<file path="config.mk">
export PLATFORM = sky130hd
export DESIGN_NAME = mac_data_header_builder
export DESIGN_NICKNAME = d
export VERILOG_FILES = /design/src/sv/mdhb_pkg.sv /design/src/sv/mdhb_cell.sv /design/src/sv/mac_data_header_builder.sv
export SDC_FILE = /design/constraint.sdc
export NUM_CORES = 1
export LEC_CHECK = 0
export BUFFER_PORTS_ARGS = -buffer_cell sky130_fd_sc_hd__buf_2
export CORE_UTILIZATION = 55
export CTS_BUF_LIST = sky130_fd_sc_hd__clkbuf_16
export DETAILED_ROUTE_END_ITERATION = 8
export PLACE_DENSITY = 0.75
export SLEW_MARGIN = 15
export SYNTH_ARGS = -nofsm -noshare
export SYNTH_HDL_FRONTEND = slang
export SYNTH_SLANG_ARGS = --single-unit
</file>
<file path="constraint.sdc">
create_clock -name clk -period 1.9 [get_ports clk]
set_input_delay 0.19 -clock clk [delete_from_list [all_inputs] [get_ports clk]]
set_output_delay 0.19 -clock clk [all_outputs]
set_load 0.005 [all_outputs]
</file>
<file path="src/sv/mdhb_pkg.sv">
// Shared types, codes and byte selection for the MAC data header builder.
`timescale 1ns / 1ps
package mdhb_pkg;

	localparam int HDR_MAX = 23;
	localparam int IDX_W = 5;

	localparam logic [1:0] ADDR_NONE  = 2'd0;
	localparam logic [1:0] ADDR_SHORT = 2'd2;
	localparam logic [1:0] ADDR_LONG  = 2'd3;

	localparam logic [2:0] FRAME_DATA  = 3'd1;
	localparam logic [4:0] OFF_DST_PAN = 5'd3;

	typedef struct packed {
		logic [15:0] fcf;
		logic [15:0] dst_pan_id;
		logic [15:0] src_pan_id;
		logic [15:0] dst_short;
		logic [15:0] src_short;
		logic [63:0] dst_long;
		logic [63:0] src_long;
		logic [1:0]  dst_mode;
		logic [4:0]  off_daddr;
		logic [4:0]  off_span;
		logic [4:0]  off_saddr;
		logic [4:0]  len;
		logic        err;
	} hdr_load_t;

	typedef struct packed {
		logic       valid;
		logic [7:0] data;
		logic       last;
		logic       status;
		logic [4:0] len;
	} hdr_slot_t;

	function automatic logic [4:0] addr_len(input logic [1:0] mode);
		logic [4:0] r;
		begin
			case (mode)
				ADDR_SHORT: r = 5'd2;
				ADDR_LONG:  r = 5'd8;
				default:    r = 5'd0;
			endcase
			return r;
		end
	endfunction

	function automatic logic [7:0] hdr_pick(input logic [IDX_W-1:0] idx,
		input hdr_load_t ld);
		logic [7:0]       r;
		logic [4:0]       rel_d;
		logic [4:0]       rel_p;
		logic [4:0]       rel_s;
		logic [7:0][7:0]  dl;
		logic [7:0][7:0]  sl;
		begin
			dl = ld.dst_long;
			sl = ld.src_long;
			rel_d = idx - ld.off_daddr;
			rel_p = idx - ld.off_span;
			rel_s = idx - ld.off_saddr;
			if (idx == 5'd0) begin
				r = ld.fcf[7:0];
			end else if (idx == 5'd1) begin
				r = ld.fcf[15:8];
			end else if (idx < OFF_DST_PAN) begin
				r = 8'd0;
			end else if (idx < ld.off_daddr) begin
				r = idx[0] ? ld.dst_pan_id[7:0] : ld.dst_pan_id[15:8];
			end else if (idx < ld.off_span) begin
				if (ld.dst_mode == ADDR_SHORT) begin
					r = rel_d[0] ? ld.dst_short[15:8] : ld.dst_short[7:0];
				end else begin
					r = dl[~rel_d[2:0]];
				end
			end else if (idx < ld.off_saddr) begin
				r = rel_p[0] ? ld.src_pan_id[15:8] : ld.src_pan_id[7:0];
			end else if (ld.fcf[15:14] == ADDR_SHORT) begin
				r = rel_s[0] ? ld.src_short[15:8] : ld.src_short[7:0];
			end else begin
				r = sl[~rel_s[2:0]];
			end
			return r;
		end
	endfunction

endpackage

</file>
<file path="src/sv/mdhb_cell.sv">
// One header byte cell: loads its own byte of a new header, else takes its neighbor's.
`timescale 1ns / 1ps
module mdhb_cell (
	input  logic                         clk,
	input  logic                         arst_n,
	input  logic                         load,
	input  logic [mdhb_pkg::IDX_W-1:0]   idx,
	input  mdhb_pkg::hdr_load_t          ld,
	input  mdhb_pkg::hdr_slot_t          nxt,
	output mdhb_pkg::hdr_slot_t          slot
);

	mdhb_pkg::hdr_slot_t fill;
	logic                valid_q;
	logic [7:0]          data_q;
	logic                last_q;
	logic                status_q;
	logic [4:0]          len_q;

	always_comb begin
		fill.data = mdhb_pkg::hdr_pick(idx, ld);
		if (ld.err) begin
			fill.valid  = (idx == '0);
			fill.data   = 8'd0;
			fill.last   = 1'b1;
			fill.status = 1'b1;
			fill.len    = 5'd0;
		end else begin
			fill.valid  = (idx < ld.len);
			fill.last   = (idx == ld.len - 5'd1);
			fill.status = 1'b0;
			fill.len    = ld.len;
		end
	end

	always_ff @(posedge clk or negedge arst_n) begin
		if (!arst_n) begin
			valid_q <= 1'b0;
		end else if (load) begin
			valid_q <= fill.valid;
		end else begin
			valid_q <= nxt.valid;
		end
	end

	always_ff @(posedge clk) begin
		if (load) begin
			data_q   <= fill.data;
			last_q   <= fill.last;
			status_q <= fill.status;
			len_q    <= fill.len;
		end else begin
			data_q   <= nxt.data;
			last_q   <= nxt.last;
			status_q <= nxt.status;
			len_q    <= nxt.len;
		end
	end

	assign slot.valid  = valid_q;
	assign slot.data   = data_q;
	assign slot.last   = last_q;
	assign slot.status = status_q;
	assign slot.len    = len_q;

endmodule

</file>
<file path="src/sv/mac_data_header_builder.sv">
// Top level of the MAC data header builder: request decode and the byte cell chain.
`timescale 1ns / 1ps
// Usage:
// - A request is taken at a rising edge with start high and busy low. All
//   addressing fields and buffer_capacity are sampled at that edge.
// - The whole header is loaded at once into a chain of 23 byte cells; the
//   chain advances one cell toward the head every cycle and the head cell
//   drives the result ports.
// - The first result appears in the cycle after the request is taken. One
//   byte follows per cycle with no gaps, strobe high on each, last_byte high
//   on the final one; hdr_len and status are repeated on every byte.
// - A header of N bytes (3 to 23) is given one byte at a time; busy is low while
//   the final byte is shown, so the next request may be taken then and its first
//   byte follows directly.
// - If buffer_capacity is below the header length, a single result with
//   status 1, header_byte 0, hdr_len 0 and last_byte 1 is given.
// - The receiver cannot stall: every strobed result is taken in its cycle.
// - Reset empties the chain; no result is pending after reset.
module mac_data_header_builder (
	input  logic        clk,
	input  logic        arst_n,
	input  logic        start,
	output logic        busy,
	input  logic [1:0]  src_mode,
	input  logic [1:0]  dst_mode,
	input  logic        src_pan_given,
	input  logic [15:0] src_pan_id,
	input  logic        dst_pan_given,
	input  logic [15:0] dst_pan_id,
	input  logic [15:0] src_short,
	input  logic [15:0] dst_short,
	input  logic [63:0] src_long,
	input  logic [63:0] dst_long,
	input  logic [7:0]  buffer_capacity,
	output logic        strobe,
	output logic [7:0]  header_byte,
	output logic        last_byte,
	output logic        status,
	output logic [4:0]  hdr_len
);

	mdhb_pkg::hdr_load_t ld;
	mdhb_pkg::hdr_slot_t slots [mdhb_pkg::HDR_MAX+1];
	logic                compress;
	logic                span_emit;
	logic                load;

	always_comb begin
		compress = src_pan_given && dst_pan_given && (src_mode != mdhb_pkg::ADDR_NONE)
			&& (dst_mode != mdhb_pkg::ADDR_NONE) && (src_pan_id == dst_pan_id);
		span_emit = src_pan_given && !compress;
		ld.fcf = {src_mode, 2'b00, dst_mode, 3'b000, compress, 3'b000,
			mdhb_pkg::FRAME_DATA};
		ld.dst_pan_id = dst_pan_id;
		ld.src_pan_id = src_pan_id;
		ld.dst_short  = dst_short;
		ld.src_short  = src_short;
		ld.dst_long   = dst_long;
		ld.src_long   = src_long;
		ld.dst_mode   = dst_mode;
		ld.off_daddr  = mdhb_pkg::OFF_DST_PAN + {3'b000, dst_pan_given, 1'b0};
		ld.off_span   = ld.off_daddr + mdhb_pkg::addr_len(dst_mode);
		ld.off_saddr  = ld.off_span + {3'b000, span_emit, 1'b0};
		ld.len        = ld.off_saddr + mdhb_pkg::addr_len(src_mode);
		ld.err        = (buffer_capacity < {3'b000, ld.len});
	end

	assign busy = slots[1].valid;
	assign load = start && !busy;

	assign slots[mdhb_pkg::HDR_MAX] = '0;

	for (genvar i = 0; i < mdhb_pkg::HDR_MAX; i++) begin : g_cell
		mdhb_cell u_cell (
			.clk    (clk),
			.arst_n (arst_n),
			.load   (load),
			.idx    (mdhb_pkg::IDX_W'(i)),
			.ld     (ld),
			.nxt    (slots[i+1]),
			.slot   (slots[i])
		);
	end

	assign strobe      = slots[0].valid;
	assign header_byte = slots[0].data;
	assign last_byte   = slots[0].last;
	assign status      = slots[0].status;
	assign hdr_len     = slots[0].len;

	a_err_single: assert property (@(posedge clk) disable iff (!arst_n)
		strobe && status |-> last_byte && hdr_len == 5'd0 && header_byte == 8'd0)
		else $error("error result malformed");

	a_first_byte: assert property (@(posedge clk) disable iff (!arst_n)
		start && !busy |=> strobe)
		else $error("accepted item gave no result in next cycle");

	a_no_gap: assert property (@(posedge clk) disable iff (!arst_n)
		strobe && !last_byte |=> strobe && !status)
		else $error("gap inside a header");

	a_busy_mid: assert property (@(posedge clk) disable iff (!arst_n)
		busy |-> strobe && !last_byte)
		else $error("busy without a header in progress");

endmodule
</file>
# Word level (Yosys, flattened, before mapping)
# Cells that the tools add are included.
word_totals:
  mem_bits_ro: 0
  latchBits: 0
  word_cells: 803
  mem_bits_rw: 0
  inputBits: 209
  ff_bits: 368
  n_memories: 0
op_classes:
  add_sub_neg: 65
  n_lt_le_gt_ge: 124
  n_eq_ne: 27
  shifts: 0
  div_mod_pow: 0
  reduce_logical: 12
  n_bitwise: 41
  mux: 419
  mul: 0
ops:
  columns: ["op", "count"]
  rows:
  - ["2-to-1 mux 8 bit", 241]
  - ["binary-select mux 8 bit (select 3 bit)", 40]
  - ["2-to-1 mux 7 bit", 24]
  - ["< comparator 3 x 4 -> 1 bit, second input constant", 40]
  - ["< comparator 4 x 5 -> 1 bit, first input constant", 24]
  - ["NOT 3 bit", 40]
  - ["2-to-1 mux 5 bit", 22]
  - ["< comparator 5 bit, first input constant", 21]
  - ["2-to-1 mux 1 bit", 90]
  - ["subtractor 3 bit, first input constant", 22]
  - ["< comparator 3 x 5 -> 1 bit, first input constant", 12]
  - ["== test 4 x 5 -> 1 bit, first input constant", 8]
  - ["== test 5 bit, first input constant", 7]
  - ["< comparator 5 x 3 -> 1 bit, first input constant", 7]
  - ["< comparator 4 x 3 -> 1 bit, first input constant", 8]
  - ["subtractor 2 x 3 -> 3 bit, first input constant", 10]
  - ["subtractor 1 x 3 -> 3 bit, first input constant", 8]
  - ["== test 3 x 5 -> 1 bit, first input constant", 4]
  - ["< comparator 2 x 5 -> 1 bit, first input constant", 4]
  - ["subtractor 1 bit, first input constant", 20]
  - ["== test 16 bit", 1]
  - ["case mux 4 bit (2 select lines)", 2]
  - ["< comparator 3 bit, first input constant", 4]
  - ["== test 2 x 5 -> 1 bit, first input constant", 2]
  - ["other kinds (16)", 27]

# Logic depth before layout (Yosys ltp)
depth:
  word_depth: 17
  mapped_depth: 22

# Cells and area by module
# From an unflattened synthesis, not the netlist that was laid out.
unflattened:
  cells_unflattened: 7928
  hier_area_um2: 73028.8
by_module_without_submodules:
  columns: ["module", "area_each_um2", "n_inst", "cells_per_inst"]
  rows:
  - ["mdhb_cell (g_cell[19].u_cell ...)", 3091.7, 13, 341]
  - ["mdhb_cell (g_cell[0].u_cell ...)", 3231.8, 9, 343]
  - ["mdhb_cell (g_cell[14].u_cell)", 3231.8, 1, 341]
  - ["mac_data_header_builder", 518.0, 1, 67]

# Worst setup path after synthesis
# OpenSTA, ideal clock, no wires.
synth_timing:
  kind: "in2reg"
  start: "input port dst_mode[1]"
  end: "register g_cell[9].u_cell.data_q[4]"
  cell_stages: 21
  required_ps: 1768
  slack_ps: -3242
  arrival_time_ps: 5010
  path_cell_list: "clkbuf_1 -> nand2b_1 -> clkbuf_1 -> clkbuf_1 -> clkbuf_1 -> ha_1 -> inv_1 -> ha_1 -> ha_1 -> inv_1 -> xnor3_1 -> ha_1 -> xor2_1 -> inv_1 -> ha_1 -> a21oi_1 -> o21ai_0 -> maj3_4 -> o21ai_2 -> clkbuf_1 -> o21ai_0"
synth_via:
  elab_chain_cells: 16
synth_lines:
  columns: ["item", "line", "rtl"]
  rows:
  - ["start: declaration", "mac_data_header_builder.sv:25", "input logic [1:0] dst_mode,"]
  - ["parallel branches: the longest is 14 deep, another holds adder 3 x 4 -> 5 bit", null, null]
  - ["2-to-1 mux 8 bit *", "mdhb_cell.sv:22", "if (ld.err) begin"]
  - ["2-to-1 mux 8 bit *", "mdhb_cell.sv:47", "if (load) begin"]
  - ["end signal: assignment", "mdhb_cell.sv:48", "data_q <= fill.data;"]
  - ["end signal: assignment", "mdhb_cell.sv:53", "data_q <= nxt.data;"]
  - ["end: declaration", "mdhb_cell.sv:15", "logic [7:0] data_q;"]
# Mark *: on every way between the ends. The select of a mux whose other input is x is not followed.
# A chain may end at the register's enable or synchronous reset.

# Worst setup path after layout
layout_timing:
  start: "input port src_pan_id[5]"
  end: "register g_cell[21].u_cell.valid_q"
layout_via:
  elab_chain_cells: 9
layout_lines:
  columns: ["item", "line", "rtl"]
  rows:
  - ["start: declaration", "mac_data_header_builder.sv:27", "input logic [15:0] src_pan_id,"]
  - ["== test 16 bit *", "mac_data_header_builder.sv:50", "&& (dst_mode != mdhb_pkg::ADDR_NONE) && (src_pan_id == dst_pan_id);"]
  - ["logical AND 1 bit *", "mac_data_header_builder.sv:50", null]
  - ["logical NOT 1 bit *", "mac_data_header_builder.sv:51", "span_emit = src_pan_given && !compress;"]
  - ["logical AND 1 bit *", "mac_data_header_builder.sv:51", null]
  - ["adder 5 x 2 -> 5 bit *", "mac_data_header_builder.sv:63", "ld.off_saddr = ld.off_span + {3'b000, span_emit, 1'b0};"]
  - ["adder 5 x 4 -> 5 bit *", "mac_data_header_builder.sv:64", "ld.len = ld.off_saddr + mdhb_pkg::addr_len(src_mode);"]
  - ["< comparator 8 x 5 -> 1 bit / < comparator 5 bit (equally long branches)", "mac_data_header_builder.sv:65, mdhb_cell.sv:29", null]
  - ["2-to-1 mux 1 bit *", "mdhb_cell.sv:22", null]
  - ["2-to-1 mux 1 bit *", "mdhb_cell.sv:39", "end else if (load) begin"]
  - ["end signal: assignment", "mdhb_cell.sv:40", "valid_q <= fill.valid;"]
  - ["end signal: assignment", "mdhb_cell.sv:42", "valid_q <= nxt.valid;"]
  - ["end: declaration", "mdhb_cell.sv:14", "logic valid_q;"]
# Mark *: on every way between the ends. The rest lies on a longest branch, timed or not.

==> flow_metrics.env <==
export IMPL_fmax_ghz=0.262
export IMPL_arrival_ns=4.22
export IMPL_synth_seq_area_share=0.411
export IMPL_synthMuxAreaShare=0.106
export IMPL_drtPass1Iterations=7
export IMPL_drc=0
export IMPL_drv_slew=0
export IMPL_worstSetupPathType="input port to flip-flop"
export IMPL_grt_pass1_wl_um=108000
export IMPL_p_leak_uw=0.0119
export IMPL_synthDistinctLibCells=62
export IMPL_wl_met3_um=8590
export IMPL_synth_area_mm2=0.0182
export IMPL_synthCells=2215
export IMPL_max_cap_violations=0
export IMPL_dp_worst_setup_slack_ns=-2.49
export IMPL_htreeDepth=2
export IMPL_antenna_left=0
export IMPL_cp_max_fo=31
export IMPL_layout_common_cells="nand2_1 (363), dfxtp_1 (345), buf_4 (306)"
export IMPL_synthXorXnorAreaFrac=0.0127
export IMPL_slew_headroom=0.353
export IMPL_synth_seq_cells=368
export IMPL_avgViaCountPerCell=6.30
export IMPL_drt_iter0_markers=2528
export IMPL_skew_ns=0.0117
export IMPL_root_buffer="clkbuf_16"
export IMPL_clock_sinks=368
export IMPL_fp_dieW_um=184
export IMPL_worstRegToRegCells=6
export IMPL_synth_ff_type="dfxtp_1"
export IMPL_gp_congestion=0.991
export IMPL_crit_path_start_kind="input port"
export IMPL_synth_edf_count=0
export IMPL_hold_ws_ns=0.0977
export IMPL_reg2reg_to="g_cell[8].u_cell.data_q[0]"
export IMPL_tightest_slew_ns=0.971
export IMPL_cellPowerDensity_mw_per_mm2=1260
export IMPL_reg2reg_slack_ns=0.05
export IMPL_hpwl_um=52200
export IMPL_async_flop_share=0.0625
export IMPL_num_rows=66
export IMPL_synth_nets=2438
export IMPL_path_clk_slew_ns=0.07
export IMPL_coreArea_mm2=0.0325
export IMPL_final_nets=2880
export IMPL_vdd_drop_max_v=0.000861
export IMPL_die_area_mm2=0.0339
export IMPL_wirelength_um=75800
export IMPL_area_growth_pct=36.8
export IMPL_post_synth_and_or_nand_nor_area_fraction=0.173
export IMPL_grt_overflow_total=0
export IMPL_post_route_min_period_ns=3.81
export IMPL_cp_required_ns=2.31
export IMPL_met2_length_um=33000
export IMPL_synth_top_family_by_area="compound AO/OA/AOI/OAI gates"
export IMPL_fin_crit_sh=2.01
export IMPL_wl_per_cell_um=24.2
export IMPL_synth_compound_area_frac=0.235
export IMPL_synth_fa_ha_area_frac=0.0130
export IMPL_rsz0062_at_grt="yes"
export IMPL_critPathCaptureType="flip-flop"
export IMPL_track_usage=0.427
export IMPL_worstSkewPairLatency_ns=0.53
export IMPL_die_h_um=184
export IMPL_hold_depth=3
export IMPL_io_pins=226
export IMPL_setup_viol=349
export IMPL_hold_path_startpoint="dst_pan_id[9]"
export IMPL_routed_via_count=19700
export IMPL_grt_max_degree=88
export IMPL_synth_warnings=0
export IMPL_cts_made_buffers=37
export IMPL_topRoutingLayerUsed="met4"
export IMPL_layout_commonest_cell="nand2_1"
export IMPL_drt_met1_wl_um=28300
export IMPL_hold_violations=0
export IMPL_avgSynthCellArea_um2=8.23
export IMPL_setup_slack_ns=-1.91
export IMPL_violations="setup timing"
export IMPL_antenna_found_initial=3
export IMPL_drive_above_1_share=0.335
export IMPL_holdPathEnd="g_cell[4].u_cell.data_q[1]"
export IMPL_clockBufferDepth=3
export IMPL_status="finished with violations"
export IMPL_start_util=0.560
export IMPL_cts_tree="built"
export IMPL_rr_startpoint="g_cell[1].u_cell.valid_q"
export IMPL_grt_pass1_vias=18596
export IMPL_portBuffers=225
export IMPL_holdCritPathClass="input port to flip-flop"
[critical path, cell delays in order]
cell and delay, ns:
buf_2 0.13, xor2_1 0.16, nor4_2 0.35, nand4_1 0.26
nand2_2 0.19, inv_2 0.07, ha_4 0.17, ha_4 0.16
inv_4 0.05, xnor3_2 0.29, ha_4 0.32, xor2_4 0.17
inv_2 0.07, ha_4 0.25, a21oi_2 0.13, o21ai_2 0.08
buf_4 0.14, maj3_2 0.34, o211ai_1 0.32, buf_12 0.22
o21ai_1 0.11
[metrics by stage]
stage               cell area, um2  instances  TNS, ns  total power, uW   util
floorplan                    18700       2215  -716.21            18200      -
global placement             22300       3013  -846.43            21800  0.686
detailed placement           22300       3013  -842.53            22100  0.686
CTS                          24300       3115  -563.92            30100  0.748
global route                 24900       3128  -651.37            32700  0.766
finish                       24900       3128  -624.41            31400  0.766
[final cells by class]
| cell class | count | area (um2) |
|---|---|---|
| repair buffers | 608 | 4940 |
| fillers | 2299 | 7620 |
| clock inverters | 27 | 208 |
| inverters | 19 | 76.3 |
| flip-flops and latches | 368 | 7480 |
| clock buffers | 39 | 976 |
| well taps | 442 | 553 |
| multi-input cells | 1623 | 10700 |
| diodes | 2 | 5.00 |
[flip-flops by register name, summed over array words and instances (netlist names)]
| signal | flops |
|---|---|
| g_cell.u_cell.last_q | 23 |
| g_cell.u_cell.status_q | 23 |
| g_cell.u_cell.data_q | 184 |
| g_cell.u_cell.len_q | 115 |
| g_cell.u_cell.valid_q | 23 |
[metal layers]
layer | vias to the layer above | track usage
met5 | - | 0
met4 | 0 | 0.278
met3 | 359 | 0.0864
met2 | 1434 | 0.665
met1 | 9219 | 0.539
li1 | 8688 | -
[logic make-up (layout without fill, tap and decap cells)]
logic type	after synthesis	in the layout
xor+xnor	24	24
fa+ha+maj	19	20
mux	178	178
buf+inv	225	693
other cells	0	2
simple gates	770	770
compound gates	631	631
flops	368	368
[synth_stat cells, types with 4 or more instances]
library cell | number | area share
and2_1 | 32 | 0.011
nor2_1 | 257 | 0.053
nand3_1 | 7 | 0.0019
a222oi_1 | 31 | 0.017
a21boi_0 | 7 | 0.0029
a22oi_1 | 6 | 0.0025
nor3_1 | 23 | 0.0063
a221oi_1 | 7 | 0.0034
nand2_1 | 397 | 0.082
ha_1 | 13 | 0.0089
mux2_2 | 34 | 0.021
a31o_2 | 8 | 0.0038
a21oi_1 | 110 | 0.030
o21ai_1 | 15 | 0.0041
a31oi_1 | 31 | 0.011
mux2i_1 | 136 | 0.075
buf_4 | 4 | 0.0016
buf_2 | 32 | 0.0088
dfxtp_1 | 345 | 0.38
or2_2 | 18 | 0.0062
o41ai_1 | 15 | 0.0072
xnor2_1 | 9 | 0.0043
mux4_2 | 8 | 0.0099
clkbuf_1 | 163 | 0.034
o21ai_0 | 123 | 0.034
xor2_1 | 13 | 0.0062
a21o_1 | 66 | 0.027
a2bb2oi_1 | 16 | 0.0077
buf_1 | 6 | 0.0012
dfrtp_1 | 23 | 0.032
nand2b_1 | 21 | 0.0072
a221o_1 | 15 | 0.0082
o211ai_1 | 42 | 0.017
inv_1 | 18 | 0.0037
a22o_1 | 4 | 0.0019
o31ai_1 | 42 | 0.017
a22oi_2 | 10 | 0.0069
maj3_1 | 4 | 0.0022
o21bai_1 | 7 | 0.0029
a211oi_1 | 35 | 0.014
o22ai_1 | 30 | 0.010
[power breakdown]
group / internal (uW) / switching (uW) / total (uW)
Combinational: 5350 / 6750 / 12100
Clock: 4030 / 3170 / 7200
Sequential: 11100 / 1030 / 12100
Total: 20400 / 10900 / 31400
[what timing repair did]
action,in CTS,in global routing
hold endpoints to repair,24,0
endpoints found under the setup margin,349,349
hold buffers,2,0
buffers inserted,19,8
gates cloned,15,10
resized for setup,82,116
pin swaps,26,31
[worst max path at each step]
| stage | slack (ns) | endpoint | cells past startpoint | start |
|---|---|---|---|---|
| floorplan | -2.10 | g_cell[14].u_cell.len_q[1] | 21 | dst_mode[0] |
| global placement | -2.47 | g_cell[0].u_cell.len_q[0] | 18 | dst_pan_id[15] |
| detailed placement | -2.49 | g_cell[2].u_cell.valid_q | 17 | src_pan_id[1] |
| CTS | -1.70 | g_cell[9].u_cell.data_q[3] | 19 | src_pan_id[8] |
| global route | -1.98 | g_cell[21].u_cell.valid_q | 21 | src_pan_id[5] |
| finish | -1.91 | g_cell[21].u_cell.valid_q | 21 | src_pan_id[5] |
No activity file was read; power rests on OpenSTA's default activity.
